--- src/design/swp90_pkg.sv ---
// ----------------------------------------------------------------------------
// swp90_pkg: shared constants and helpers for the sliding window p90 timeout
// Window depth, field widths, register indexes and the rank helper.
// ----------------------------------------------------------------------------
package swp90_pkg;

    // Window geometry
    localparam int WINDOW_DEPTH = 10;
    localparam int IDX_W        = (WINDOW_DEPTH > 1) ? $clog2(WINDOW_DEPTH) : 1;
    localparam int CNT_W        = $clog2(WINDOW_DEPTH + 1);

    // Field widths
    localparam int SAMPLE_W  = 16;
    localparam int THR_W     = 17;
    localparam int COUNT_W   = 4;
    localparam int CFG_IDX_W = 4;
    localparam int CFG_W     = 16;

    // Register indexes
    localparam logic [CFG_IDX_W-1:0] CFG_DEFAULT_THR = CFG_IDX_W'(0);
    localparam logic [CFG_IDX_W-1:0] CFG_MIN_EXTRA   = CFG_IDX_W'(1);
    localparam logic [CFG_IDX_W-1:0] CFG_MIN_THR     = CFG_IDX_W'(2);
    localparam logic [CFG_IDX_W-1:0] CFG_MAX_THR     = CFG_IDX_W'(3);

    // Reset values of the registers
    localparam logic [CFG_W-1:0] RST_DEFAULT_THR = CFG_W'(600);
    localparam logic [CFG_W-1:0] RST_MIN_EXTRA   = CFG_W'(120);
    localparam logic [CFG_W-1:0] RST_MIN_THR     = CFG_W'(0);
    localparam logic [CFG_W-1:0] RST_MAX_THR     = CFG_W'(0);

    // Width of the rank numerator (n-1)*9+5
    localparam int RK_W = CNT_W + 4;

    // Rank of the 90th percentile among n samples: floor(((n-1)*9+5)/10).
    // Divide by ten as multiply by 205 and shift by 11; exact for this range.
    function automatic logic [CNT_W-1:0] rank_of(input logic [CNT_W-1:0] n);
        logic [RK_W-1:0]   x;
        logic [RK_W+7:0]   p;
        x = RK_W'(n) - RK_W'(1);
        x = x * RK_W'(9) + RK_W'(5);
        p = (RK_W + 8)'(x) * (RK_W + 8)'(205);
        return CNT_W'(p >> 11);
    endfunction

endpackage

--- src/design/swp90_ram.sv ---
// ----------------------------------------------------------------------------
// swp90_ram: generic single write, single read RAM
// One write port and one read port with registered read data.
// ----------------------------------------------------------------------------
module swp90_ram #(
    parameter int  WIDTH = 16,
    parameter int  DEPTH = 10,
    localparam int AW    = (DEPTH > 1) ? $clog2(DEPTH) : 1
) (
    input  logic             i_clk,
    input  logic             i_we,
    input  logic [AW-1:0]    i_waddr,
    input  logic [WIDTH-1:0] i_wdata,
    input  logic [AW-1:0]    i_raddr,
    output logic [WIDTH-1:0] o_rdata
);

    logic [WIDTH-1:0] r_mem [DEPTH];
    logic [WIDTH-1:0] r_rdata;

    // Write port
    always_ff @(posedge i_clk) begin
        if (i_we) begin
            r_mem[i_waddr] <= i_wdata;
        end
    end

    // Registered read port
    always_ff @(posedge i_clk) begin
        r_rdata <= r_mem[i_raddr];
    end

    assign o_rdata = r_rdata;

endmodule

--- src/design/sliding_window_p90_timeout_unit.sv ---
// ----------------------------------------------------------------------------
// sliding_window_p90_timeout_unit: adaptive timeout from a sample window
// Empty window: the default threshold goes straight to the output stage;
// otherwise a rank search walks candidates and compares each against all n
// stored samples through the single RAM read port.
// Throughput: one transaction at a time; ready only in the idle state.
// Reset (synchronous, active low) clears counters, sequencer and output valid
// and loads the register reset values; ring contents are left unwritten.
// ----------------------------------------------------------------------------
module sliding_window_p90_timeout_unit (
    input  logic                               i_clk,
    input  logic                               i_rst_n,
    // Sample channel
    input  logic                               i_valid,
    output logic                               o_ready,
    input  logic [swp90_pkg::SAMPLE_W-1:0]     i_sample_seconds,
    // Result channel
    output logic                               o_valid,
    input  logic                               i_ready,
    output logic [swp90_pkg::THR_W-1:0]        o_threshold,
    output logic [swp90_pkg::COUNT_W-1:0]      o_sample_count,
    // Configuration channel
    input  logic                               i_cfg_valid,
    output logic                               o_cfg_ready,
    input  logic [swp90_pkg::CFG_IDX_W-1:0]    i_cfg_index,
    input  logic [swp90_pkg::CFG_W-1:0]        i_cfg_data
);

    import swp90_pkg::*;

    typedef enum logic [2:0] {
        S_IDLE,
        S_CHECK,
        S_CAND,
        S_LOAD,
        S_SCAN,
        S_SUM,
        S_CLAMP,
        S_PUSH
    } t_state;

    t_state r_state;

    logic [CFG_W-1:0]    r_def_thr;
    logic [CFG_W-1:0]    r_min_extra;
    logic [CFG_W-1:0]    r_min_thr;
    logic [CFG_W-1:0]    r_max_thr;

    logic [CNT_W-1:0]    r_fill;
    logic [IDX_W-1:0]    r_slot;
    logic [IDX_W-1:0]    r_i;
    logic [IDX_W-1:0]    r_j;
    logic [CNT_W-1:0]    r_less;
    logic [CNT_W-1:0]    r_leq;
    logic [CNT_W-1:0]    r_rank;
    logic [SAMPLE_W-1:0] r_cand;
    logic [THR_W-1:0]    r_sum;
    logic [THR_W-1:0]    r_res;
    logic [THR_W-1:0]    r_out_thr;
    logic [COUNT_W-1:0]  r_out_cnt;
    logic                r_out_valid;

    logic                w_accept;
    logic                w_we;
    logic [IDX_W-1:0]    w_raddr;
    logic [SAMPLE_W-1:0] w_rdata;
    logic [IDX_W-1:0]    w_last_idx;
    logic                w_last;
    logic [CNT_W-1:0]    n_less;
    logic [CNT_W-1:0]    n_leq;
    logic [THR_W-1:0]    w_half;
    logic [THR_W-1:0]    w_extra;
    logic [THR_W-1:0]    w_lo;

    // Handshake
    assign o_ready     = (r_state == S_IDLE);
    assign o_cfg_ready = 1'b1;
    assign w_accept    = i_valid && o_ready;
    assign w_we        = w_accept && (i_sample_seconds != '0);

    // Scan bookkeeping: running counts including the entry now on the read port
    assign w_last_idx = IDX_W'(r_fill - CNT_W'(1));
    assign w_last     = (r_j == w_last_idx);
    assign n_less     = r_less + CNT_W'(w_rdata < r_cand);
    assign n_leq      = r_leq + CNT_W'(w_rdata <= r_cand);

    // Read address for the next cycle
    always_comb begin
        case (r_state)
            S_CAND:  w_raddr = r_i;
            S_LOAD:  w_raddr = '0;
            S_SCAN:  w_raddr = w_last ? '0 : r_j + IDX_W'(1);
            default: w_raddr = r_i;
        endcase
    end

    // Margin: max(min_extra, p90/2)
    assign w_half  = THR_W'(r_cand >> 1);
    assign w_extra = (THR_W'(r_min_extra) > w_half) ? THR_W'(r_min_extra) : w_half;

    // Lower bound
    assign w_lo = (r_sum < THR_W'(r_min_thr)) ? THR_W'(r_min_thr) : r_sum;

    // Sample ring
    swp90_ram #(
        .WIDTH (SAMPLE_W),
        .DEPTH (WINDOW_DEPTH)
    ) u_ring (
        .i_clk   (i_clk),
        .i_we    (w_we),
        .i_waddr (r_slot),
        .i_wdata (i_sample_seconds),
        .i_raddr (w_raddr),
        .o_rdata (w_rdata)
    );

    // Configuration registers
    always_ff @(posedge i_clk) begin
        if (!i_rst_n) begin
            r_def_thr   <= RST_DEFAULT_THR;
            r_min_extra <= RST_MIN_EXTRA;
            r_min_thr   <= RST_MIN_THR;
            r_max_thr   <= RST_MAX_THR;
        end else if (i_cfg_valid && o_cfg_ready) begin
            case (i_cfg_index)
                CFG_DEFAULT_THR: r_def_thr   <= i_cfg_data;
                CFG_MIN_EXTRA:   r_min_extra <= i_cfg_data;
                CFG_MIN_THR:     r_min_thr   <= i_cfg_data;
                CFG_MAX_THR:     r_max_thr   <= i_cfg_data;
                default: ;
            endcase
        end
    end

    // Sequencer, window bookkeeping and result register
    always_ff @(posedge i_clk) begin
        if (!i_rst_n) begin
            r_state     <= S_IDLE;
            r_fill      <= '0;
            r_slot      <= '0;
            r_i         <= '0;
            r_j         <= '0;
            r_less      <= '0;
            r_leq       <= '0;
            r_rank      <= '0;
            r_out_valid <= 1'b0;
        end else begin
            // Drop the result once taken, unless a new one loads in its place
            if (r_out_valid && i_ready && (r_state != S_PUSH)) begin
                r_out_valid <= 1'b0;
            end

            case (r_state)
                S_IDLE: begin
                    if (w_accept) begin
                        if (w_we) begin
                            r_slot <= (r_slot == IDX_W'(WINDOW_DEPTH - 1)) ?
                                      '0 : r_slot + IDX_W'(1);
                            if (r_fill != CNT_W'(WINDOW_DEPTH)) begin
                                r_fill <= r_fill + CNT_W'(1);
                            end
                        end
                        r_state <= S_CHECK;
                    end
                end
                S_CHECK: begin
                    // Empty window returns the default with no bounds
                    if (r_fill == '0) begin
                        r_res   <= THR_W'(r_def_thr);
                        r_state <= S_PUSH;
                    end else begin
                        r_rank  <= rank_of(r_fill);
                        r_i     <= '0;
                        r_state <= S_CAND;
                    end
                end
                S_CAND: begin
                    r_state <= S_LOAD;
                end
                S_LOAD: begin
                    // Hold the candidate and start the compare sweep
                    r_cand  <= w_rdata;
                    r_j     <= '0;
                    r_less  <= '0;
                    r_leq   <= '0;
                    r_state <= S_SCAN;
                end
                S_SCAN: begin
                    if (!w_last) begin
                        r_less <= n_less;
                        r_leq  <= n_leq;
                        r_j    <= r_j + IDX_W'(1);
                    end else if ((n_less <= r_rank) && (r_rank < n_leq)) begin
                        r_state <= S_SUM;
                    end else begin
                        r_i     <= r_i + IDX_W'(1);
                        r_state <= S_CAND;
                    end
                end
                S_SUM: begin
                    r_sum   <= THR_W'(r_cand) + w_extra;
                    r_state <= S_CLAMP;
                end
                S_CLAMP: begin
                    // Apply the upper bound last so it wins
                    if ((r_max_thr != '0) && (w_lo > THR_W'(r_max_thr))) begin
                        r_res <= THR_W'(r_max_thr);
                    end else begin
                        r_res <= w_lo;
                    end
                    r_state <= S_PUSH;
                end
                S_PUSH: begin
                    // Load the output register once it is free
                    if (!r_out_valid || i_ready) begin
                        r_out_thr   <= r_res;
                        r_out_cnt   <= COUNT_W'(r_fill);
                        r_out_valid <= 1'b1;
                        r_state     <= S_IDLE;
                    end
                end
                default: begin
                    r_state <= S_IDLE;
                end
            endcase
        end
    end

    assign o_valid        = r_out_valid;
    assign o_threshold    = r_out_thr;
    assign o_sample_count = r_out_cnt;

endmodule

--- config.mk ---
export PLATFORM = sky130hd
export DESIGN_NAME = sliding_window_p90_timeout_unit
export DESIGN_NICKNAME = d
export VERILOG_FILES = /design/src/design/swp90_pkg.sv /design/src/design/swp90_ram.sv /design/src/design/sliding_window_p90_timeout_unit.sv
export SDC_FILE = /design/constraint.sdc
export NUM_CORES = 1
export LEC_CHECK = 0
export BUFFER_PORTS_ARGS = -buffer_cell sky130_fd_sc_hd__buf_2
export CORE_UTILIZATION = 50
export CTS_CLUSTER_DIAMETER = 80
export DETAILED_ROUTE_END_ITERATION = 12
export PLACE_DENSITY = 0.68
export SLEW_MARGIN = 15
export SYNTH_ARGS = -nofsm -noshare
export SYNTH_HDL_FRONTEND = slang
export SYNTH_SLANG_ARGS = --single-unit
--- constraint.sdc ---
create_clock -name i_clk -period 6.9 [get_ports i_clk]
set_input_delay 0.345 -clock i_clk [delete_from_list [all_inputs] [get_ports i_clk]]
set_output_delay 0.345 -clock i_clk [all_outputs]
set_load 0.01 [all_outputs]
==> run summary, run 1 <==
Syn-to-layout area delta - 11.7%
Primary FF master, synth - edfxtp_1
FMAX - 0.155 GHz
Setup-failing EPs final - 0
Clock buffer depth - 3
Vias in the first global route - 11500
Final slew viol count - 0
Hold wc startpoint - i_cfg_data[11]
TritonRoute pass-1 iters - 5
Mapped cell area - 0.0173 mm^2
Layout filler cell count - 2852
Crit Path Category - flip-flop to flip-flop
Max-Cap Viols - 0
Yosys reg bits - 343
Initial Util - 51.3%
Startpoint Class - flip-flop
Origin of the worst setup path - r_fill[0]$_SDFFE_PN0P_
1st-iter DRT viols - 751
R2r startpoint - r_fill[0]$_SDFFE_PN0P_
Tcrit/Tclk final - 93.3%
Number of I/O port buffers - 63
Pin count of the biggest net entering global routing - 86
Post-CTS Setup Inserts - 0
Clock sink count - 343
Routed via count - 11900
WP data required - 7300 ps
DR WL/cell - 17.9 um
Syn Area/Cell - 11.0 um^2
Register area share after synthesis - 53.0%
Routed WL - 37800 um
Initial antenna violation count - 3
Synth cell types - 69
ANT nets after route - 0
Hold Vio Cnt, Final - 0
Area share of the largest cell type after synthesis - 40.0%
CTS Root Cell - clkbuf_16
Ranking of synthesized cells by area - edfxtp_1 40%, dfxtp_1 13%, ha_1 10%
Drc violations - 0
Core ar. - 0.0338 mm^2
Global Route Usage Sum - 21.6%
Ys async rst share - 0%
GRT Residual Overflow - 0
Total CTS buffers - 37
IO Count - 65
CTS Hold Bufs - 0
Die area - 0.0354 mm^2
Die height - 188 um
Outcome - finished, final reports clean
Clock slew at reported path FFs - 60 ps
Slew Limit Headroom - 9.67%
Crit path time final - 6440 ps
Final Skew - 21.7 ps
Dpl ws - 537 ps
Site Rows - 67
Total Nets Final - 1824
Post-DP HPWL - 25700 um
RSZ-0062 raised after global routing - false
EDFF count, synth - 231
Share of layout cells above drive strength 1 - 11.3%
Max H-tree Level - 2
Yosys warns - 0
Die width - 188 um
Post-DR vias/cell - 5.63
Worst Max-Slew Pin Slew - 1320 ps
Placed cells - 2038
# resized after CTS - 0
Setup slack after layout - 461 ps
Layout Cells excl Fill - 2105
Hold WC Path Type - input pin to flip-flop
Worst Setup End Kind - flip-flop
Arrival time at the worst endpoint - 6840 ps
Total Neg Setup Slack - 0 ps
CTS tree - yes
Mapped Cells - 1572
Clock Latency Late Sink - 540 ps
Post-synth top area cell - edfxtp_1
GP Congestion - 0.857
Crit Path Max Fanout - 9
First-pass GRT wire length - 60800 um
Total nets after synthesis - 1767
==> layout make-up <==
class	count	area [um^2]	share of cell area [%]
flip-flops and latches	343	9180	47.4
multi-input cells	1044	7510	38.8
clock buffers	46	990	5.11
well taps	448	561	2.90
repair buffers	87	495	2.56
inverters	116	435	2.25
clock inverters	20	186	0.963
diodes	1	2.50	0.0129
==> cell usage in the layout (no fill, tap or decap), drive strengths merged, types with 11 or more instances in the layout <==
master | netlist | layout
nand2 | 204 | 204
nand3 | 44 | 44
clkbuf | 42 | 46
mux2i | 65 | 65
dfxtp | 112 | 112
o31ai | 18 | 18
a31oi | 33 | 33
edfxtp | 231 | 231
ha | 142 | 142
buf | 27 | 87
o21a | 11 | 11
fa | 12 | 12
o21ai | 20 | 20
and2 | 23 | 23
o221a | 13 | 13
nor2 | 91 | 91
nor2b | 19 | 19
xnor2 | 29 | 29
nor3 | 19 | 19
inv | 116 | 119
nor4 | 12 | 12
a21oi | 94 | 94
a21o | 33 | 33
xor2 | 13 | 13
a211oi | 23 | 23
a32oi | 12 | 12
clkinv | 0 | 14
mux2 | 14 | 14
nand4 | 16 | 16
==> per-layer routing <==
metal	vias to the layer above	track usage [%]	routed length, um
met3	78	3.39	1740
met2	266	35.5	18000
li1	5803	-	-
met4	2	7.32	974
met1	5703	28.9	17000
met5	-	0	13
==> registers in the layout (all words and copies together), names as in the netlist, 17 cells and up <==
register and cells:
u_ring.r_mem 160, o_threshold 17, r_res 17, r_sum 17
==> worst max-delay path, cell delays in order (launching register included) <==
cell     delay (ps)
dfxtp_1         550
inv_1           210
ha_1            470
inv_1           110
ha_1            300
ha_1            300
ha_1            350
a21o_1          200
a21oi_1         170
xnor2_1         180
ha_1            360
inv_1            60
fa_1            480
inv_1            60
fa_1            540
inv_1            60
fa_1            540
inv_1            50
ha_1            300
o21a_1          210
a41o_1          280
nor2_1          180
a21oi_1         110
xnor2_1         160
o22ai_1          70
==> worst paths after layout <==
check	cells after the start	endpoint	slack, ps
min reg2reg	0	o_threshold[3]$_DFFE_PP_	420
max	24	r_rank[3]$_SDFFE_PN0P_	460
min	3	r_def_thr[11]$_SDFFE_PN0P_	100
max reg2reg	24	r_rank[3]$_SDFFE_PN0P_	460
==> through the flow <==
| stage | utilization [%] | instance area, um^2 | hold slack, ps |
|---|---|---|---|
| floorplan | - | 17300 | 400 |
| global placement | 53.8 | 18200 | 401 |
| detailed placement | 53.8 | 18200 | 405 |
| CTS | 57.3 | 19300 | 87.5 |
| global route | 57.3 | 19400 | 108 |
| finish | 57.3 | 19400 | 104 |
==> synthesized netlist by cell type (10+ instances only) <==
cell      instances
nand4_1          16
buf_2            19
a211oi_1         16
xor2_1           13
inv_1           116
and2_1           23
o31ai_1          17
nand2b_1         10
nor2_1           91
nor2b_1          19
mux2i_1          65
a32oi_1          12
nand3_1          44
dfxtp_1         112
mux2_2           14
a21o_1           33
o21a_1           11
o21ai_0          19
a21oi_1          94
nor3_1           18
nor4_1           12
ha_1            142
nand2_1         204
xnor2_1          29
fa_1             12
a31oi_1          33
edfxtp_1        231
clkbuf_1         41
==> logic make-up after synthesis <==
family	count (synthesis)	share of synthesized area (%)
AO/OA/AOI/OAI	304	12.1
XOR/XNOR	42	2.12
flip-flops	343	53.0
other	1	0.0216
AND/OR/NAND/NOR	464	12.2
buffers and inverters	185	4.30
adder cells (fa/ha/maj)	154	11.6
multiplexers	79	4.66
Power of run 1 is not shown: default switching activity piles up to over one toggle a cycle in this logic, so the estimate is an artifact.
==> run 2: changes to the inputs <==
ABC_AREA = 1   (was not set)
==> run summary, run 2 <==
R2r startpoint - r_fill[0]$_SDFFE_PN0P_ (unchanged)
Area share of the largest cell type after synthesis - 38.5% (was 40.0%)
CTS Root Cell - clkbuf_16 (unchanged)
Post-synth top area cell - edfxtp_1 (unchanged)
TritonRoute pass-1 iters - 5 (unchanged)
Worst Setup End Kind - flip-flop (unchanged)
Simple-Gate Fraction of Synth Area - 18.9% (was 12.2%)
Total Neg Setup Slack - 0 ps (unchanged)
Die area - 0.0368 mm^2 (was 0.0354 mm^2)
Worst Setup EP - r_rank[3]$_SDFFE_PN0P_ (unchanged)
GRT met3 Usage - 3.54% (was 3.39%)
Placed cells - 2474 (was 2038)
Register area share after synthesis - 51.0% (was 53.0%)
Post-DP HPWL - 27900 um (was 25700 um)
Biggest register - u_ring.r_mem (unchanged)
RSZ-0062 raised after global routing - false (unchanged)
Number of flip-flops in the largest register - 160 (unchanged)
# resized after CTS - 0 (unchanged)
Storage cell area - 0.00918 mm^2 (unchanged)
Core ar. - 0.0355 mm^2 (was 0.0338 mm^2)
GR Layer Usage met2 - 39.7% (was 35.5%)
Initial Util - 50.7% (was 51.3%)
Arrival time at the worst endpoint - 6530 ps (was 6840 ps)
Origin of the worst setup path - r_fill[0]$_SDFFE_PN0P_ (unchanged)
GP Congestion - 0.930 (was 0.857)
Syn Area/Cell - 9.02 um^2 (was 11.0 um^2)
Crit Path Max Fanout - 10 (was 9)
Worst path slowest cell - fa_1 (was dfxtp_1)
Clock buffer depth - 3 (unchanged)
Die height - 192 um (was 188 um)
Met1 Use GR - 29.6% (was 28.9%)
Setup-failing EPs final - 0 (unchanged)
Post-Synth XOR/XNOR Area - 1.46% (was 2.12%)
First-pass GRT wire length - 66400 um (was 60800 um)
Global Route Usage Sum - 23.2% (was 21.6%)
Site Rows - 69 (was 67)
Share of layout cells above drive strength 1 - 8.03% (was 11.3%)
CP max stage delay - 520 ps (was 550 ps)
Clock Latency Late Sink - 550 ps (was 540 ps)
Primary FF master, synth - edfxtp_1 (unchanged)
ANT nets after route - 0 (unchanged)
Yosys warns - 0 (unchanged)
CP dominant cell by count - inv_1
Total nets after synthesis - 2190 (was 1767)
Routed WL - 41400 um (was 37800 um)
Antenna cells - 0 (was 1)
R2R setup slack - 800 ps (was 460 ps)
Post-DR vias/cell - 5.39 (was 5.63)
Drc violations - 0 (unchanged)
EDFF count, synth - 231 (unchanged)
Pin count of the biggest net entering global routing - 77 (was 86)
IO Count - 65 (unchanged)
CTS Hold Bufs - 0 (unchanged)
Max H-tree Level - 2 (unchanged)
Final slew viol count - 0 (unchanged)
Area occupied by multi-input gates - 0.00728 mm^2 (was 0.00751 mm^2)
Dpl ws - 832 ps (was 537 ps)
Worst Max-Slew Pin Slew - 1100 ps (was 1320 ps)
Slew Limit Headroom - 26.1% (was 9.67%)
Crit path time final - 6100 ps (was 6440 ps)
Final Skew - 20.2 ps (was 21.7 ps)
Post-synthesis mux area share - 0% (was 4.66%)
Hold WC Path Type - input pin to flip-flop (unchanged)
Hold wc startpoint - i_cfg_data[6] (was i_cfg_data[11])
Commonest cells after routing, fill and taps aside - 379 x nand2_1, 316 x inv_1, 241 x nand3_1 (was 231 x edfxtp_1, 204 x nand2_1, 142 x ha_1)
Number of I/O port buffers - 63 (unchanged)
Syn-to-layout area delta - 10.6% (was 11.7%)
DR WL/cell - 16.3 um (was 17.9 um)
Worst r2r dst - r_rank[3]$_SDFFE_PN0P_ (unchanged)
Hold Vio Cnt, Final - 0 (unchanged)
CTS tree - yes (unchanged)
Synth Area in Adders - 11.2% (was 11.6%)
Post-synthesis compound-gate area fraction - 8.65% (was 12.1%)
1st-iter DRT viols - 1015 (was 751)
Mapped Cells - 1995 (was 1572)
Ys async rst share - 0% (unchanged)
Mapped cell area - 0.0180 mm^2 (was 0.0173 mm^2)
Max-Cap Viols - 0 (unchanged)
Startpoint Class - flip-flop (unchanged)
Reg2Reg Depth - 29 (was 24)
Synth top cells by count - 379 x nand2_1, 316 x inv_1, 242 x nand3_1, 231 x edfxtp_1, 142 x ha_1 (was 231 x edfxtp_1, 204 x nand2_1, 142 x ha_1, 116 x inv_1, 112 x dfxtp_1)
Crit Path Category - flip-flop to flip-flop (unchanged)
Post-CTS Setup Inserts - 0 (unchanged)
Yosys reg bits - 343 (unchanged)
Clock sink count - 343 (unchanged)
GRT Max-Usage Layer - met2 (unchanged)
Tcrit/Tclk final - 88.4% (was 93.3%)
Setup slack after layout - 797 ps (was 461 ps)
WP data required - 7330 ps (was 7300 ps)
Clock slew at reported path FFs - 60 ps (about the same)
Synth cell types - 49 (was 69)
Total CTS buffers - 37 (unchanged)
Layout filler cell count - 3129 (was 2852)
Initial antenna violation count - 2 (was 3)
Layout Cells excl Fill - 2541 (was 2105)
Ranking of synthesized cells by area - edfxtp_1 39%, dfxtp_1 12%, ha_1 9.9% (was edfxtp_1 40%, dfxtp_1 13%, ha_1 10%)
Vias in the first global route - 12900 (was 11500)
Largest family of logic cells by synthesized area - simple AND/OR/NAND/NOR gates (unchanged)
Total Nets Final - 2247 (was 1824)
GRT Residual Overflow - 0 (unchanged)
Die width - 192 um (was 188 um)
Routed via count - 13700 (was 11900)
FMAX - 0.164 GHz (was 0.155 GHz)
Most common cell in the synthesized netlist - nand2_1 (was edfxtp_1)
Commonest non-fill, non-tap cell in the layout - nand2_1 (was edfxtp_1)
Outcome - finished, final reports clean (unchanged)
run 2: cell types whose count changed in the layout (fill, tap and decap cells not counted), moves of 28 or more:
cell / change
a21o_1: -28
a21oi_1: +43
a31oi_1: -29
inv_1: +201
mux2i_1: -65
nand2_1: +175
nand3_1: +197
o21ai_0: +82
run 2: final cells by class:
| type | count | area share [%] |
|---|---|---|
| flip-flops and latches | 343 | 46.1 |
| clock inverters | 15 | 0.798 |
| clock buffers | 52 | 4.98 |
| multi-input cells | 1257 | 36.6 |
| inverters | 326 | 6.16 |
| well taps | 461 | 2.90 |
| repair buffers | 87 | 2.49 |
run 2: stage by stage:
stage	utilization [%]	area [um^2]	hold WS, ps
floorplan	-	18000	400
global placement	52.9	18800	404
detailed placement	52.9	18800	405
CTS	56.1	19900	96.2
global route	56.1	19900	112
finish	56.1	19900	116
run 2: kinds of logic after synthesis:
family / Yosys count
simple gates: 787
fa+ha+maj: 154
buf+inv: 395
flops: 343
compound gates: 285
other cells: 1
xor+xnor: 30
run 2: metal layers:
layer  wire (um)  vias to the layer above
li1            -                     6795
met1       18000                     6402
met2       19800                      408
met3        2390                       76
met4        1170                        4
met5          26                        -
run 2: how the worst min path moves through the flow:
| stage | endpoint | cells after the start |
|---|---|---|
| after floorplan | o_threshold[0]$_DFFE_PP_ | 0 |
| after global routing | r_def_thr[6]$_SDFFE_PN1P_ | 3 |
| after global placement | o_threshold[0]$_DFFE_PP_ | 0 |
| after detailed placement | o_threshold[15]$_DFFE_PP_ | 0 |
| after CTS | u_ring.r_mem[4][6]$_DFFE_PP_ | 1 |
| final | r_def_thr[6]$_SDFFE_PN1P_ | 3 |
run 2: critical path: cells and delay by family, from the launching register on:
family                   cells  cell delay, ps
adder cells (fa/ha/maj)     10            3680
buffers and inverters       10             760
AO/OA/AOI/OAI                4             580
AND/OR/NAND/NOR              4             390
flip-flops                   1             310
XOR/XNOR                     1             240
Power of run 2 is left out for the same reason.
